===== config.mk =====
export PLATFORM = sky130hd
export DESIGN_NAME = firmware_section_checker_core
export DESIGN_NICKNAME = d
export VERILOG_FILES = /design/src/rtl/core/fsc_pkg.sv /design/src/rtl/core/firmware_section_checker_core.sv
export VERILOG_INCLUDE_DIRS = /design/src /design/src/rtl/core
export SDC_FILE = /design/constraint.sdc
export NUM_CORES = 1
export LEC_CHECK = 0
export BUFFER_PORTS_ARGS = -buffer_cell sky130_fd_sc_hd__buf_2
export CAP_MARGIN = 15
export CORE_ASPECT_RATIO = 0.8
export CORE_MARGIN = 2
export CORE_UTILIZATION = 45
export DETAILED_ROUTE_END_ITERATION = 7
export PLACE_DENSITY_LB_ADDON = 0.3
export SYNTH_ARGS = -nofsm -noshare
export SYNTH_HDL_FRONTEND = slang
export SYNTH_SLANG_ARGS = --single-unit
export TNS_END_PERCENT = 20

===== constraint.sdc =====
create_clock -name clk -period 20.9 [get_ports clk]
set_input_delay 3.135 -clock clk [delete_from_list [all_inputs] [get_ports clk]]
set_output_delay 3.135 -clock clk [all_outputs]
set_load 0.1 [all_outputs]

===== src/rtl/core/firmware_section_checker_core_assert.svh =====
// Assertion macros for the firmware section checker.
`ifndef FIRMWARE_SECTION_CHECKER_CORE_ASSERT_SVH
`define FIRMWARE_SECTION_CHECKER_CORE_ASSERT_SVH
// Implication checked on every clock edge outside reset.
`define FSC_ASSERT_IMPL(lbl, ante, cons) \
  lbl: assert property (@(posedge clk) disable iff (!rst_n) (ante) |-> (cons)) \
    else $error("assertion failed");
// Next-cycle implication checked outside reset.
`define FSC_ASSERT_NEXT(lbl, ante, cons) \
  lbl: assert property (@(posedge clk) disable iff (!rst_n) (ante) |=> (cons)) \
    else $error("assertion failed");
`endif


===== src/rtl/core/fsc_pkg.sv =====
// ----------------------------------------------------------------------------
// fsc_pkg
// Types and constants shared by the firmware section checker.
// ----------------------------------------------------------------------------
package fsc_pkg;

  typedef enum logic [2:0] {
    PH_SEARCH, PH_TYPE, PH_VERSION, PH_LENGTH, PH_HASH, PH_START, PH_PAYLOAD
  } phase_t;

  localparam logic [31:0] CRC_POLY      = 32'h04C1_1DB7;
  localparam logic [31:0] CRC_INIT      = 32'hFFFF_FFFF;
  localparam logic [31:0] MAX_LEN_RST   = 32'h2000_0000;
  localparam logic [31:0] START_PAT_RST = 32'hBF00_0000;
  localparam logic [31:0] TAG_TOP_FW    = 32'h504D_4300;
  localparam logic [31:0] TAG_TOP_EXT   = 32'h504D_435F;
  localparam logic [63:0] TAG_FW        = 64'h504D_4300_0000_0000;
  localparam logic [63:0] TAG_BOOT      = 64'h504D_435F_424F_4F54;
  localparam logic [63:0] TAG_INIT      = 64'h504D_435F_4953_5452;
  localparam logic [31:0] TYPE_FW       = 32'h010B_0500;
  localparam logic [31:0] TYPE_BOOT     = 32'h010B_FF00;
  localparam logic [31:0] TYPE_INIT     = 32'h010B_0200;

  localparam logic [1:0] KIND_FW      = 2'd0;
  localparam logic [1:0] KIND_BOOT    = 2'd1;
  localparam logic [1:0] KIND_INIT    = 2'd2;
  localparam logic [1:0] KIND_UNKNOWN = 2'd3;

  localparam logic [2:0] ERR_NONE      = 3'd0;
  localparam logic [2:0] ERR_HDR_TRUNC = 3'd1;
  localparam logic [2:0] ERR_PAY_TRUNC = 3'd2;
  localparam logic [2:0] ERR_TOO_LONG  = 3'd3;
  localparam logic [2:0] ERR_EXTRA     = 3'd4;

  localparam logic CFG_MAX_LEN   = 1'b0;
  localparam logic CFG_START_PAT = 1'b1;

  typedef struct packed {
    logic [7:0] data_byte;
    logic       end_of_input;
  } in_item_t;

  typedef struct packed {
    logic        report_kind;
    logic [1:0]  section_kind;
    logic [2:0]  error_code;
    logic        stray_before;
    logic        type_mismatch;
    logic        version_mismatch;
    logic        start_mismatch;
    logic [31:0] kept_version;
    logic [31:0] payload_length;
    logic [31:0] declared_hash;
    logic [31:0] computed_hash;
    logic        last_of_run;
  } out_item_t;

  // Byte-wide MSB-first CRC-32 update.
  function automatic logic [31:0] crc_byte(input logic [31:0] crc, input logic [7:0] b);
    logic [31:0] c;
    c = crc;
    for (int i = 7; i >= 0; i--) begin
      if (b[i] ^ c[31]) c = {c[30:0], 1'b0} ^ CRC_POLY;
      else c = {c[30:0], 1'b0};
    end
    return c;
  endfunction

endpackage


===== src/rtl/core/firmware_section_checker_core.sv =====
// ----------------------------------------------------------------------------
// firmware_section_checker_core
// Byte-serial scanner that finds firmware sections, checks headers and
// recomputes the payload CRC-32.
// ----------------------------------------------------------------------------
// One byte is accepted per cycle; its state update and CRC step are done in
// the same cycle. A byte yields up to two reports (section report, then end
// report), held in a two-entry output queue; input is taken whenever the
// queue has room for two, so the rate is one byte per cycle while results are
// taken and no byte has left two reports queued. After a too-long section the
// block halts and swallows bytes until reset.
module firmware_section_checker_core (
  input  logic               clk,
  input  logic               rst_n,
  input  logic               in_valid,
  output logic               in_ready,
  input  fsc_pkg::in_item_t  in_data,
  output logic               out_valid,
  input  logic               out_ready,
  output fsc_pkg::out_item_t out_data,
  input  logic               cfg_valid,
  output logic               cfg_ready,
  input  logic               cfg_index,
  input  logic [31:0]        cfg_data
);
  import fsc_pkg::*;

  logic [31:0] max_len_r, start_pat_r;
  phase_t      phase_r, phase_nxt;
  logic [63:0] win_r, win_nxt;
  logic [3:0]  fill_r, fill_nxt;
  logic [1:0]  fcnt_r, fcnt_nxt;
  logic [31:0] fshift_r, fshift_nxt;
  logic [31:0] fver_r, fver_nxt;
  logic [31:0] len_r, len_nxt;
  logic [31:0] hash_r, hash_nxt;
  logic [31:0] pcnt_r, pcnt_nxt;
  logic [31:0] crc_r, crc_nxt;
  logic [3:0]  flags_r, flags_nxt;
  logic [1:0]  kind_r, kind_nxt;
  logic        halt_r, halt_nxt;

  // Output queue, two entries.
  out_item_t   q_r [2];
  logic [1:0]  qcnt_r;
  out_item_t   r0, r1;
  logic        e0, e1;

  logic acc, pop;
  assign cfg_ready = 1'b1;
  assign in_ready  = (qcnt_r == 2'd0) || (qcnt_r == 2'd1 && out_ready) ||
                     (qcnt_r == 2'd2 && out_ready && 1'b0);
  assign acc       = in_valid && in_ready;
  assign out_valid = qcnt_r != 2'd0;
  assign out_data  = q_r[0];
  assign pop       = out_valid && out_ready;

  // Configuration registers.
  always_ff @(posedge clk) begin
    if (!rst_n) begin
      max_len_r   <= MAX_LEN_RST;
      start_pat_r <= START_PAT_RST;
    end else if (cfg_valid) begin
      if (cfg_index == CFG_MAX_LEN) max_len_r <= cfg_data;
      else start_pat_r <= cfg_data;
    end
  end

  // Per-byte next state and reports.
  always_comb begin
    logic [31:0] w;
    logic [31:0] expw;
    out_item_t   rep;
    w = '0;
    expw = '0;
    phase_nxt = phase_r; win_nxt = win_r; fill_nxt = fill_r; fcnt_nxt = fcnt_r;
    fshift_nxt = fshift_r; fver_nxt = fver_r; len_nxt = len_r; hash_nxt = hash_r;
    pcnt_nxt = pcnt_r; crc_nxt = crc_r; flags_nxt = flags_r; kind_nxt = kind_r;
    halt_nxt = halt_r;
    r0 = '0; r1 = '0; e0 = 1'b0; e1 = 1'b0;
    rep = '0;
    if (!halt_r) begin
      case (phase_r)
        PH_SEARCH: begin
          win_nxt  = {win_r[55:0], in_data.data_byte};
          fill_nxt = (fill_r == 4'd8) ? 4'd8 : fill_r + 4'd1;
          if (fill_r >= 4'd7) begin
            if (win_nxt[63:32] == TAG_TOP_FW || win_nxt[63:32] == TAG_TOP_EXT) begin
              if (win_nxt == TAG_FW) kind_nxt = KIND_FW;
              else if (win_nxt == TAG_BOOT) kind_nxt = KIND_BOOT;
              else if (win_nxt == TAG_INIT) kind_nxt = KIND_INIT;
              else kind_nxt = KIND_UNKNOWN;
              flags_nxt  = {3'b000, flags_r[0]};
              phase_nxt  = PH_TYPE;
              fcnt_nxt   = '0;
              fshift_nxt = '0;
            end else begin
              win_nxt[63:56] = 8'h00;
              fill_nxt  = 4'd7;
              flags_nxt = flags_r | 4'b0001;
            end
          end
        end
        PH_PAYLOAD: begin
          crc_nxt  = crc_byte(crc_r, in_data.data_byte);
          pcnt_nxt = pcnt_r + 32'd1;
          if (pcnt_nxt == len_r) begin
            e0 = 1'b1;
            r0 = '{report_kind: 1'b0, section_kind: kind_r, error_code: ERR_NONE,
                   stray_before: flags_r[0], type_mismatch: flags_r[1],
                   version_mismatch: flags_r[2], start_mismatch: flags_r[3],
                   kept_version: fver_r, payload_length: len_r,
                   declared_hash: hash_r, computed_hash: ~crc_nxt,
                   last_of_run: 1'b0};
            phase_nxt = PH_SEARCH; win_nxt = '0; fill_nxt = '0; fcnt_nxt = '0;
            fshift_nxt = '0; len_nxt = '0; hash_nxt = '0; pcnt_nxt = '0;
            crc_nxt = CRC_INIT; flags_nxt = '0; kind_nxt = '0;
          end
        end
        default: begin
          fshift_nxt = {fshift_r[23:0], in_data.data_byte};
          fcnt_nxt   = fcnt_r + 2'd1;
          if (fcnt_r == 2'd3) begin
            w = fshift_nxt;
            fshift_nxt = '0;
            case (phase_r)
              PH_TYPE: begin
                case (kind_r)
                  KIND_FW:   expw = TYPE_FW;
                  KIND_BOOT: expw = TYPE_BOOT;
                  default:   expw = TYPE_INIT;
                endcase
                if (kind_r != KIND_UNKNOWN && w != expw) flags_nxt[1] = 1'b1;
                phase_nxt = PH_VERSION;
              end
              PH_VERSION: begin
                if (fver_r == '0) fver_nxt = w;
                else if (fver_r != w) flags_nxt[2] = 1'b1;
                phase_nxt = PH_LENGTH;
              end
              PH_LENGTH: begin
                len_nxt = w;
                if (w > max_len_r) begin
                  e0 = 1'b1;
                  halt_nxt = 1'b1;
                  r0 = '{report_kind: 1'b0, section_kind: kind_r,
                         error_code: ERR_TOO_LONG, stray_before: flags_r[0],
                         type_mismatch: flags_r[1], version_mismatch: flags_r[2],
                         start_mismatch: flags_r[3], kept_version: fver_r,
                         payload_length: w, declared_hash: hash_r,
                         computed_hash: ~crc_r, last_of_run: 1'b1};
                end
                phase_nxt = PH_HASH;
              end
              PH_HASH: begin
                hash_nxt  = w;
                phase_nxt = PH_START;
              end
              default: begin
                if (w != start_pat_r) flags_nxt[3] = 1'b1;
                crc_nxt  = CRC_INIT;
                pcnt_nxt = '0;
                if (len_r == '0) begin
                  e0 = 1'b1;
                  r0 = '{report_kind: 1'b0, section_kind: kind_r, error_code: ERR_NONE,
                         stray_before: flags_nxt[0], type_mismatch: flags_nxt[1],
                         version_mismatch: flags_nxt[2], start_mismatch: flags_nxt[3],
                         kept_version: fver_r, payload_length: len_r,
                         declared_hash: hash_r, computed_hash: 32'h0,
                         last_of_run: 1'b0};
                  phase_nxt = PH_SEARCH; win_nxt = '0; fill_nxt = '0; fcnt_nxt = '0;
                  fshift_nxt = '0; len_nxt = '0; hash_nxt = '0;
                  crc_nxt = CRC_INIT; flags_nxt = '0; kind_nxt = '0;
                end else begin
                  phase_nxt = PH_PAYLOAD;
                end
              end
            endcase
          end
        end
      endcase

      // End of input report, taken from the updated state.
      if (in_data.end_of_input && !halt_nxt) begin
        rep = '0;
        rep.report_kind = 1'b1;
        rep.last_of_run = 1'b1;
        if (phase_nxt == PH_SEARCH) begin
          rep.error_code = (fill_nxt != 4'd0) ? ERR_EXTRA : ERR_NONE;
        end else begin
          rep.error_code = (phase_nxt == PH_PAYLOAD) ? ERR_PAY_TRUNC : ERR_HDR_TRUNC;
          rep.section_kind = kind_nxt;
          rep.stray_before = flags_nxt[0];
          rep.type_mismatch = flags_nxt[1];
          rep.version_mismatch = flags_nxt[2];
          rep.start_mismatch = flags_nxt[3];
          rep.kept_version = fver_nxt;
          rep.payload_length = len_nxt;
          rep.declared_hash = hash_nxt;
          rep.computed_hash = ~crc_nxt;
        end
        if (e0) begin
          e1 = 1'b1; r1 = rep;
        end else begin
          e0 = 1'b1; r0 = rep;
        end
        phase_nxt = PH_SEARCH; win_nxt = '0; fill_nxt = '0; fcnt_nxt = '0;
        fshift_nxt = '0; fver_nxt = '0; len_nxt = '0; hash_nxt = '0; pcnt_nxt = '0;
        crc_nxt = CRC_INIT; flags_nxt = '0; kind_nxt = '0;
      end else if (e0) begin
        r0.last_of_run = 1'b1;
      end
    end
  end

  // Stream state.
  always_ff @(posedge clk) begin
    if (!rst_n) begin
      phase_r <= PH_SEARCH; win_r <= '0; fill_r <= '0; fcnt_r <= '0;
      fshift_r <= '0; fver_r <= '0; len_r <= '0; hash_r <= '0; pcnt_r <= '0;
      crc_r <= CRC_INIT; flags_r <= '0; kind_r <= '0; halt_r <= 1'b0;
    end else if (acc) begin
      phase_r <= phase_nxt; win_r <= win_nxt; fill_r <= fill_nxt; fcnt_r <= fcnt_nxt;
      fshift_r <= fshift_nxt; fver_r <= fver_nxt; len_r <= len_nxt;
      hash_r <= hash_nxt; pcnt_r <= pcnt_nxt; crc_r <= crc_nxt;
      flags_r <= flags_nxt; kind_r <= kind_nxt; halt_r <= halt_nxt;
    end
  end

  // Output queue: pop from the head, push the new reports behind what remains.
  always_ff @(posedge clk) begin
    logic [1:0] base;
    base = qcnt_r - {1'b0, pop};
    if (!rst_n) begin
      qcnt_r <= '0;
    end else begin
      if (acc && e0 && base == 2'd0) q_r[0] <= r0;
      else if (pop) q_r[0] <= q_r[1];
      if (acc && e1) q_r[1] <= r1;
      else if (acc && e0 && base == 2'd1) q_r[1] <= r0;
      qcnt_r <= base + {1'b0, acc && e0} + {1'b0, acc && e1};
    end
  end

  `include "firmware_section_checker_core_assert.svh"

  `FSC_ASSERT_IMPL(a_qcnt_max, 1'b1, qcnt_r <= 2'd2)
  `FSC_ASSERT_NEXT(a_halt_sticky, halt_r, halt_r)
  `FSC_ASSERT_IMPL(a_pair_order, acc && e1, e0 && r1.report_kind && !r0.report_kind)
endmodule


* Word-level counts from Yosys, hierarchy flattened
Memories as Yosys holds them, arrays and structs flattened. Cells that the tools add are included.
Storage, ports and cells: word-level logic and storage cells 289, memories 1, register bits 322, RAM bits 278
Memory list:
- q_r | words 2, bits a word 139, rd ports 2, clocked after Yosys merged registers in 0, write ports 2, RTL line firmware_section_checker_core.sv:44 | out_item_t q_r [2];
Operators by class: reduce and logical (&&, ||, !) cells 36, $lt $le $gt $ge 2, equality and inequality tests 27, bitwise logic cells 23, add/sub/neg operators 6, mux-type cells 178
Operators with widths (count):
- $mux 32 | 42
- $mux 139 | 7
- $mux 138 | 5
- $pmux 138 s2 | 2
- $pmux 32 s2 | 6
- $mux 56 | 5
- $mux 27 | 8
- $eq 64x63->1 const B | 3
- $mux 132 | 1
- $mux 24 | 5
- $not 14->14 | 8
- $pmux 56 s2 | 1
- $ne 32x32->1 | 3
- $not 32->32 | 3
- $mux 4 | 19
- $eq 32x31->1 const B | 2
- $logic_not 32->1 | 2
- $pmux 24 s2 | 1
- $mux 1 | 38
- $mux 2 | 18
- $add 32x1->32 const B | 1
- $eq 32x32->1 | 1
- $gt 32x32->1 | 1
- $pmux 16 s2 | 1
- other kinds (38) | 89

* Depth between registers and ports, before layout
Gate-level depths: netlist of run 1.
depth after elaboration 41, depth in mapped cells 17, depth with buffers taken out 13

* Worst setup path before layout of run 1
Ideal clock, no wire load.
kind input to register, from input port out_ready, to memory q_r[1][0] in the netlist's numbering (enable), data required time 20.071 ns, data arrival time 15.516 ns, setup time 0.829 ns, buffers on the path 1, path slack 4.554 ns, stages 6, cells stage by stage inv_1 > a21oi_1 > nand3_1 > clkbuf_1 > or3_1 > o21ai_0
RTL lines:
- from (decl) | RTL line firmware_section_checker_core.sv:19 | input logic out_ready,
- to (decl) | RTL line firmware_section_checker_core.sv:44

==> reports/summary.json, run 1 <==
{
  "logic_synthesis": {
    "post_synth.cell_area_avg_um2": 9.20,
    "synth_edf_count": 278,
    "syn_nets": 3239,
    "seq_area_frac_synth_pct": 51.0,
    "ys_ff_latch": 600,
    "ys_warn_count": 0,
    "synth_cell_types": 79,
    "synthesis.area_mm2": 0.0290,
    "post_synth_inst_count": 3154,
    "ys_async_sr_fraction_pct": 0,
    "synthFlopType": "dfxtp_1"
  },
  "timing": {
    "tns_ps": 0,
    "timing.final.setup_violations": 0,
    "tightest_slew_ps": 1190,
    "timing.final.hold_violations": 0,
    "fmaxAchievable_mhz": 135,
    "timing.hold.ws_ps": 456,
    "grt_setup_unrepaired": "false",
    "timing_max_transition_violations_final": 0,
    "maxSlewHeadroom_pct": 20.9,
    "fin_crit_ps": 7410,
    "fin_skew_ps": 60.4,
    "finalCritPeriodShare_pct": 35.5
  },
  "die": {
    "floorplan.rows": 83,
    "core-area_mm2": 0.0640,
    "start_util_pct": 45.4,
    "die_area_mm2": 0.0665,
    "ioPinCount": 189,
    "die-height_um": 231,
    "chipWidth_um": 288
  },
  "min_path": {
    "timing.hold.worst_endpoint": "max_len_r[28]",
    "whs_path_depth": 2,
    "hold_path_class": "reg2reg",
    "hp-start": "max_len_r[28]"
  },
  "clock_network": {
    "root_buffer": "clkbuf_16",
    "cts_tree": "done",
    "cts_num_sinks": 600,
    "htree_levels": 2,
    "cts_made_buffers": 60,
    "postCtsSetupRepairBufs": 0,
    "worst_setup_hold_path_clk_slew_ps": 60,
    "post_cts_resize_count": 0,
    "holdBufCountCts": 0,
    "clockBufferDepth": 3,
    "clock_insertion_delay_worst_skew_ps": 670
  },
  "global_route": {
    "grt_pass1_wl_um": 134000,
    "grt_util_all_layers_pct": 25.7,
    "initial_antenna_violation_count": 13,
    "vias_in_the_first_global_route": 22000,
    "gr-usage-met1_pct": 40.0,
    "grt_use_met3_pct": 4.98,
    "grt.met2_usage_pct": 35.9,
    "grt_max_degree": 114,
    "grt_overflow": 0,
    "gr-max-usage-layer": "met1"
  },
  "placement": {
    "port_buffers": 187,
    "dpl.hpwl_um": 58300,
    "gp_congestion": 0.942
  },
  "setup_path": {
    "worst_ep_required_time_ps": 21270,
    "cpPeakStageDelay_ps": 690,
    "worst_ep_arrival_time_ps": 7780,
    "crit_fanout": 81,
    "timing.critical_path.cells": "buf_2 -> ha_1 -> nor2b_1 -> o21a_1 -> o2111ai_1 -> a31o_2 -> nand4_1 -> nand2_1 -> buf_4 -> nand4_4 -> or3b_4 -> buf_4 -> o21bai_4 -> buf_4 -> nor2_1",
    "worst_path_max_delay_cell": "buf_4",
    "startpoint_class": "primary input",
    "timing.reg2reg.setup_slack_ps": 13930,
    "worst-setup-path-type": "in2reg",
    "critical_path.reg2reg.endpoint": "q_r[1][97]",
    "timing.rr.start": "pcnt_r[2]",
    "endpoint_kind": "flop",
    "r2r_cell_count": 12,
    "timing.critical_path.mode_cell": "buf_4"
  },
  "cells_and_area": {
    "mostFrequentLayoutCells": "nand2_1 (448), dfxtp_1 (322), nor2_1 (296), a21oi_1 (280), edfxtp_1 (278)",
    "area_growth_pct": 12.6,
    "fin_nets": 3278,
    "drive_above_1_share_pct": 12.8,
    "postLayoutCoreUtil_pct": 51.1,
    "mostFrequentLayoutCell": "nand2_1"
  },
  "detailed_routing": {
    "drt-wirelength-per-cell_um": 21.5,
    "drcViolationCount": 0,
    "count_of_routing_violations_after_the_opening_detailed_route_iteration": 2905,
    "drtPass1Iterations": 6,
    "detail_route.wirelength_um": 88200,
    "viasPerCell": 6.05,
    "ant_nets": 0,
    "route.vias.total": 24800
  },
  "power": {
    "cellLeakagePower_nw": 11.0,
    "ir_drop_v": 0.0000905,
    "report.power.total_mw": 2.99,
    "power_density_mw_per_mm2": 91.6
  },
  "status": {
    "outcome": "completed"
  },
  "run": {
    "maxCapViolations": 0
  }
}
-- cell usage after synthesis, types with 11 or more instances --
library cell,n,area (um2)
buf_2,16,80.1
dfxtp_1,322,6450
a31oi_1,16,100
nor2_2,20,125
a221oi_1,32,280
nor2_1,300,1130
nand4_1,53,332
o21a_1,14,105
nand3_1,125,626
nand2_1,448,1680
nor4_1,43,269
edfxtp_1,278,8350
o22ai_1,87,544
a21oi_1,283,1420
mux2i_1,14,140
a21o_1,11,82.6
a22oi_1,44,330
or4_1,11,82.6
a22o_1,32,280
xor2_1,32,280
ha_1,37,463
and3_1,16,100
o21ai_0,97,485
xnor2_1,148,1300
inv_1,45,169
o31ai_1,67,503
buf_1,24,90.1
a32oi_1,65,569
clkbuf_1,234,878
a311oi_1,26,228
nor3_1,70,350
-- report_power, final --
group	internal [mW]	total [mW]	switching, mW
Clock	0.609	1.08	0.472
Sequential	1.31	1.33	0.0200
Combinational	0.0917	0.586	0.494
-- kinds of logic after synthesis --
group	after synthesis	share of synthesized area [%]
adder cells (fa/ha/maj)	38	1.66
AND/OR/NAND/NOR	1175	18.6
multiplexers	15	0.522
flip-flops	600	51.0
AO/OA/AOI/OAI	816	18.2
other	1	0.0129
buffers and inverters	328	4.48
XOR/XNOR	181	5.51
-- cell type report --
| cell class | count | area [um2] |
|---|---|---|
| fillers | 5917 | 31300 |
| flip-flops and latches | 600 | 14800 |
| multi-input cells | 2226 | 13100 |
| clock buffers | 92 | 1730 |
| repair buffers | 259 | 1560 |
| well taps | 850 | 1060 |
| clock inverters | 20 | 231 |
| inverters | 46 | 175 |
| diodes | 8 | 20.0 |
-- sequential cells by signal, indices dropped and copies added (netlist names), 24 cells and up --
name         cells
start_pat_r     32
pcnt_r          32
fver_r          32
crc_r           32
hash_r          32
max_len_r       32
fshift_r        24
win_r           56
len_r           32
q_r            278
-- per-layer routing --
| metal | up-vias | part of all wire [%] |
|---|---|---|
| li1 | 11600 | - |
| met1 | 11800 | 45 |
| met2 | 1241 | 42 |
| met3 | 164 | 11 |
| met4 | 8 | 2.7 |
| met5 | - | 0.063 |
-- worst max-delay path, delay by kind of cell --
kind | cells | cell delay (ps)
AO/OA/AOI/OAI | 4 | 800
adder cells (fa/ha/maj) | 1 | 340
buffers and inverters | 4 | 2200
AND/OR/NAND/NOR | 6 | 1220
-- per-stage QoR --
step	setup slack (ps)	cells	cell area, um2
after floorplan	4550	3154	29000
after global placement	12930	3975	30600
after detailed placement	12900	3976	30600
after CTS	13590	4088	32500
after global routing	13320	4096	32700
final	13490	4101	32700
-- worst max path at each step --
| stage | end | startpoint | depth (start not counted) |
|---|---|---|---|
| 2_1_floorplan | q_r[1][0] | out_ready | 6 |
| 3_3_place_gp | q_r[1][120] | in_data[2] | 15 |
| 3_5_place_dp | q_r[1][39] | in_data[2] | 15 |
| 4_1_cts | in_ready | out_ready | 4 |
| 5_1_grt | q_r[1][39] | in_data[2] | 15 |
| 6_report | q_r[1][53] | in_data[2] | 15 |
(Power assumes the default switching activity.)
==> inputs of run 2 (changes only) <==
Clock period 20.9 ns to 7.1 ns, I/O delays scaled along.
==> reports/summary.json, run 2 (synthesis gave the netlist of run 1 again) <==
{
  "global_route": {
    "vias_in_the_first_global_route": 22300,
    "grt_overflow": 0,
    "grt_max_degree": 114,
    "grt_pass1_wl_um": 137000,
    "grt.met2_usage_pct": 36.4,
    "gr-usage-met1_pct": 41.4,
    "gr-max-usage-layer": "met1",
    "initial_antenna_violation_count": 3,
    "grt_util_all_layers_pct": 26.5,
    "grt_use_met3_pct": 4.19
  },
  "clock_network": {
    "worst_setup_hold_path_clk_slew_ps": 70,
    "postCtsSetupRepairBufs": 0,
    "clock_insertion_delay_worst_skew_ps": 670,
    "clockBufferDepth": 3,
    "post_cts_resize_count": 0,
    "cts_tree": "done",
    "holdBufCountCts": 0,
    "root_buffer": "clkbuf_16",
    "cts_num_sinks": 600,
    "cts_made_buffers": 60,
    "htree_levels": 2
  },
  "power": {
    "total_switching_power_mw": 2.95,
    "power_share_of_the_clock_group_pct": 37.3,
    "cellLeakagePower_nw": 11.1,
    "ir_drop_v": 0.000248,
    "power_report.internal_total_mw": 6.06,
    "power_density_mw_per_mm2": 275,
    "share_seq_of_total_power_pct": 43.4,
    "switching_share_pct": 32.8,
    "gate_power_share_pct": 19.3,
    "report.power.total_mw": 9.01
  },
  "setup_path": {
    "worst-setup-path-type": "reg2reg",
    "r2r_cell_count": 13,
    "worst_ep_required_time_ps": 7490,
    "crit_fanout": 70,
    "startpoint_class": "flop",
    "worst_ep_arrival_time_ps": 6380,
    "endpoint_kind": "flop"
  },
  "detailed_routing": {
    "drcViolationCount": 0,
    "viasPerCell": 6.09,
    "route.vias.total": 25000,
    "drt-wirelength-per-cell_um": 22.0,
    "ant_nets": 0,
    "detail_route.wirelength_um": 90200,
    "count_of_routing_violations_after_the_opening_detailed_route_iteration": 3337,
    "drtPass1Iterations": 6
  },
  "status": {
    "outcome": "completed"
  },
  "timing": {
    "grt_setup_unrepaired": "false",
    "timing.final.hold_violations": 0,
    "finalCritPeriodShare_pct": 84.4,
    "tightest_slew_ps": 1160,
    "fin_skew_ps": 78.7,
    "fin_crit_ps": 5990,
    "timing_max_transition_violations_final": 0,
    "timing.final.setup_violations": 0,
    "fmaxAchievable_mhz": 167,
    "maxSlewHeadroom_pct": 23.0,
    "timing.hold.ws_ps": 454
  },
  "cells_and_area": {
    "antenna-diode-count": 0,
    "filler_cell_count": 5887,
    "reg.largest.list": "q_r x278, win_r x56",
    "max_ffs_per_register": 278,
    "fin_nets": 3283,
    "mostFrequentLayoutCell": "nand2_1",
    "registers.top_by_ff_count": "q_r",
    "area_growth_pct": 13.1,
    "drive_above_1_share_pct": 13.3,
    "mostFrequentLayoutCells": "nand2_1 (448), dfxtp_1 (322), nor2_1 (296), a21oi_1 (280), edfxtp_1 (278)"
  },
  "placement": {
    "dpl.hpwl_um": 59100,
    "gp_congestion": 0.937,
    "port_buffers": 187
  },
  "min_path": {
    "whs_path_depth": 2,
    "hold_path_class": "reg2reg"
  },
  "die": {
    "floorplan.rows": 83,
    "core-area_mm2": 0.0640,
    "start_util_pct": 45.4,
    "chipWidth_um": 288,
    "die_area_mm2": 0.0665,
    "die-height_um": 231,
    "ioPinCount": 189
  },
  "run": {
    "maxCapViolations": 0
  }
}
run 2: cell types whose count changed in the layout (fill, tap and decap cells not counted), moves of 2 or more:
cell | before | now
buf_12 | 0 | 3
clkbuf_16 | 60 | 62
diode_2 | 8 | 0
clkinvlp_4 | 0 | 4
clkbuf_1 | 21 | 11
bufinv_16 | 3 | 6
buf_16 | 4 | 1
buf_4 | 67 | 74
run 2: layout make-up:
class,instances,area [um2],area share [%]
Clock buffer,85,1760,5.36
Tap cell,850,1060,3.24
Sequential cell,600,14800,45.1
Clock inverter,27,353,1.08
Inverter,46,175,0.534
Multi-Input combinational cell,2226,13100,39.9
Timing Repair Buffer,264,1570,4.80
run 2: per-layer routing:
metal / vias to the layer above / wire (um)
met1: 11900 / 41000
li1: 11600 / -
met4: 2 / 3150
met5: - / 12
met3: 174 / 9210
met2: 1351 / 36900
run 2: path summary, 6_finish.rpt:
| check | from | end | slack (ps) |
|---|---|---|---|
| min | max_len_r[22] | max_len_r[22] | 450 |
| max reg2reg | pcnt_r[2] | q_r[0][66] | 1110 |
| max | pcnt_r[2] | q_r[0][66] | 1110 |
| min reg2reg | max_len_r[22] | max_len_r[22] | 450 |
run 2: power groups by stage:
stage	Combinational (mW)	Sequential, mW	Clock (mW)
after global routing	1.83	3.92	3.54
after global placement	1.72	3.99	0
after CTS	1.73	3.91	3.40
final	1.74	3.91	3.36
after floorplan	0.607	4.75	0
after detailed placement	1.73	3.99	0
run 2: worst max-delay path, stage by stage, from the launching register on:
cell,delay [ps]
dfxtp_1,550
nand4_1,460
or4_1,790
or4b_4,620
a211oi_2,240
nand4_1,200
or4_2,840
buf_4,430
nand3_1,520
buf_4,250
buf_4,270
nor3_1,100
a221oi_1,360
a21oi_1,120
run 2: metrics by stage:
stage | instance area (um2) | setup slack [ps] | utilization, % | setup TNS, ps | instances
2_1_floorplan | 29000 | -549 | - | -76260 | 3154
3_3_place_gp | 30700 | 1370 | 48.0 | 0 | 3985
3_5_place_dp | 30700 | 1250 | 48.0 | 0 | 3985
4_1_cts | 32800 | 1200 | 51.2 | 0 | 4097
5_1_grt | 32800 | 761 | 51.3 | 0 | 4098
6_report | 32800 | 1110 | 51.3 | 0 | 4098
